==> config.mk <==
export PLATFORM = sky130hd
export DESIGN_NAME = pcit_ram
export DESIGN_NICKNAME = d
export VERILOG_FILES = /design/src/sv/pcit_ram.sv
export SDC_FILE = /design/constraint.sdc
export NUM_CORES = 1
export LEC_CHECK = 0
export ABC_AREA = 0
export BUFFER_PORTS_ARGS = -buffer_cell sky130_fd_sc_hd__buf_4
export CORE_ASPECT_RATIO = 2
export CORE_MARGIN = 2
export CORE_UTILIZATION = 25
export CTS_CLUSTER_SIZE = 40
export DETAILED_ROUTE_END_ITERATION = 10
export GPL_TIMING_DRIVEN = 0
export PLACE_DENSITY = 0.43
export SYNTH_ARGS = -nofsm -noshare
export SYNTH_HDL_FRONTEND = slang
export SYNTH_SLANG_ARGS = --single-unit
==> constraint.sdc <==
create_clock -name clk -period 2.9 [get_ports clk]
set_input_delay 0.29 -clock clk [delete_from_list [all_inputs] [get_ports clk]]
set_output_delay 0.29 -clock clk [all_outputs]
set_load 0.01 [all_outputs]
==> src/sv/pcit_ram.sv <==
// Generic simple dual-port RAM: one write port, one registered read port.
// No dependencies.
`timescale 1ns / 1ps

module pcit_ram #(
    parameter int WIDTH = 8,
    parameter int DEPTH = 16
) (
    input  logic                     clk,
    input  logic                     wr_en,
    input  logic [$clog2(DEPTH)-1:0] wr_addr,
    input  logic [WIDTH-1:0]         wr_data,
    input  logic                     rd_en,
    input  logic [$clog2(DEPTH)-1:0] rd_addr,
    output logic [WIDTH-1:0]         rd_data
);

    logic [WIDTH-1:0] mem [DEPTH];

    always_ff @(posedge clk)
    begin
        if (wr_en)
        begin
            mem[wr_addr] <= wr_data;
        end
        if (rd_en)
        begin
            rd_data <= mem[rd_addr];
        end
    end

endmodule

==> flow_summary.toml <==
[critical_path]
cpLargestDelayFamily = "simple AND/OR/NAND/NOR gates"
cp_slowest_stage_delay_ns = 1.01
critical_path.cell_chain = "buf_4 > nand3b_1 > nor3_1"
worst_r2r_startpoint = "mem[3][3]$_DFFE_PP_"
timing.critical_path.fanout_max = 8
number_of_stages_on_the_worst_setup_path = 3
regToRegSetupSlack_ns = 1.32
crit_path_start_kind = "input pin"
cp-end-kind = "flip-flop"
cp_slowest_cell = "nor3_1"
startpoint = "wr_addr[3]"
setup.worst_path.class = "in2reg"
r2r.worst_path.cells = 3
cp_num_buf_inv = 1
cp.arrival_ns = 1.66
worst-endpoint-required_ns = 2.93

[synth]
synthesis.instances = 229
synth-adder-area-share = 0
syn-num-nets = 248
synth.lib_cells_used.distinct = 18
synth-compound-area-share = 0.0230
synth-seq-area-share = 0.781
synth.avg_cell_area_sq_um = 22.8
ys_warn_count = 0
synth_seq_cells = 136
muxShareOfSynthArea = 0.148
synth_top_family_by_area = "multiplexers"
synth.top_cells.by_area = "edfxtp_1, mux4_2, mux4_1"
post_synth_and_or_nand_nor_area_fraction = 0.0314
syn-cell-area_sq_mm = 0.00523
post_synth_xor_area_fraction = 0
post-synth-top-area-fraction = 0.781
netlist.top_cell.by_area = "edfxtp_1"

[clock_tree]
worst_setup_hold_path_clk_slew_ns = 0.06
clk_path_buf_depth = 2
cts_buffers = 17
cts_num_sinks = 136
cts-hold-fix-buffers = 0
postcts_resize_cnt = 0
htree_num_levels = 4
postCtsSetupRepairBufs = 0
clk_root_buffer_cell = "clkbuf_16"
clk-insertion-delay-late_ns = 0.42
cts_tree = "built"

[place]
io_buf_count = 25
dp_hpwl_microns = 8000
finalWeightedCongestion = 0.752
preCtsSetupSlack_ns = 0.745

[sta]
layout_setup_ws_ns = 1.27
fin_setup_tns_ns = 0
layout_min_cycle_time_ns = 1.63
crit_share_post_route = 0.563
achievable-frequency_mhz = 613
rsz0062_at_grt = "no"
worst-slew-pin-transition_ns = 1.27
count_of_endpoints_failing_hold_in_the_final_timing_report = 0
worst_clock_skew_ns = 0.00811
report.final.setup_viol = 0
final-max-slew-violation-count = 0
max-slew-margin-rel = 0.147

[hold_path]
hold-path-cell-count = 1
startpoint_of_the_tightest_hold_check_path = "rd_en"
min_path_type = "in2reg"

[layout]
mostFrequentLayoutCells = "edfxtp_1, buf_4, mux4_2"
layout.cells.most_common = "edfxtp_1"
syn2layout_area_growth_pct = 21.1
num-nets-final = 292
postLayoutCoreUtil = 0.309
antenna-diode-count = 0
filler_cell_count = 1940
drive_gt1_frac = 0.290

[detailed_routing]
number_of_nets_still_failing_antenna_checks_after_routing = 0
via_per_inst = 4.29
drt_iter0_drc = 144
routed-via-count = 2366
postRouteWirelength_microns = 11700
drcViolationCount = 0
detail_route.first_pass.iterations = 4
routed_wire_length_per_instance_microns = 21.2

[power_and_ir_drop]
power_per_cell_area_mw_per_mm2 = 719
leakage_uw = 0.00206
ir_drop_mv = 0.318

[floorplan]
fp.dieArea_sq_mm = 0.0222
chipHeight_microns = 209
fp.coreArea_sq_mm = 0.0205
floorplan.initialDensity = 0.255
io-pin-count = 27
core.rowCount = 74
fp.dieW_microns = 106

[grt]
global_route.overflow_total = 0
wire_length_of_the_first_global_routing_pass_microns = 16700
grt_use_total = 0.113
grt_start_max_net_pins = 17
grt_antenna_before_repair = 0
grt_pass1_vias = 2458

[job]
cap_viol_max_count = 0

[status]
status = "finished, final reports clean"
[cells by family after synthesis]
kind of cell | Yosys count
compound gates | 16
buf+inv | 10
flops | 136
mux | 32
simple gates | 35
[area by class of cell]
type | instances | area (sq um) | share of cell area
Buffer | 10 | 86.3 | 0.0136
Clock buffer | 19 | 433 | 0.0684
Timing Repair Buffer | 25 | 188 | 0.0296
Sequential cell | 136 | 4080 | 0.645
Tap cell | 266 | 333 | 0.0526
Multi-Input combinational cell | 83 | 1070 | 0.169
Clock inverter | 13 | 135 | 0.0213
[per-layer routing]
metal,wire length (microns),vias to the layer above,track usage
li1,-,1064,-
met5,0,-,0
met3,423,13,0.0323
met1,4230,1229,0.114
met2,6780,60,0.207
met4,279,0,0.0572
[synthesized netlist by cell type (all sizes together)]
| cell | instances |
|---|---|
| edfxtp | 136 |
| nand3b | 2 |
| clkdlybuf4s25 | 3 |
| and2b | 1 |
| and2 | 1 |
| nand2b | 2 |
| nor2 | 13 |
| buf | 7 |
| mux4 | 32 |
| a22oi | 16 |
| nand2 | 9 |
| or3b | 1 |
| nor3 | 4 |
| nand3 | 1 |
| nor2b | 1 |
[sequential cells by signal, indices dropped and copies added (netlist names)]
signal	cells
mem	128
rd_data	8
[worst paths after layout]
| check | endpoint |
|---|---|
| worst min-delay path | rd_data[6]$_DFFE_PP_ |
| worst min register to register | rd_data[0]$_DFFE_PP_ |
| worst max-delay path | mem[4][6]$_DFFE_PP_ |
| worst max register to register | rd_data[3]$_DFFE_PP_ |
[stage by stage]
stage / cells / total power, uW / instance area, sq um / hold slack [ns]
final: 552 / 4550 / 6330 / 0.136
after global routing: 552 / 4690 / 6330 / 0.125
after CTS: 552 / 4600 / 6330 / 0.123
after detailed placement: 520 / 2510 / 5760 / 0.574
after global placement: 520 / 2500 / 5750 / 0.569
after floorplan: 229 / 2380 / 5230 / 0.389
[report_power, final]
group / internal (uW) / total (uW) / leakage [uW] / switching [uW]
clock: 1330 / 2090 / 0.000284 / 766
combinational: 97.8 / 233 / 0.000542 / 135
sequential: 2220 / 2220 / 0.00124 / 9.10
total: 3640 / 4550 / 0.00206 / 910
No activity file was read; power rests on OpenSTA's default activity.
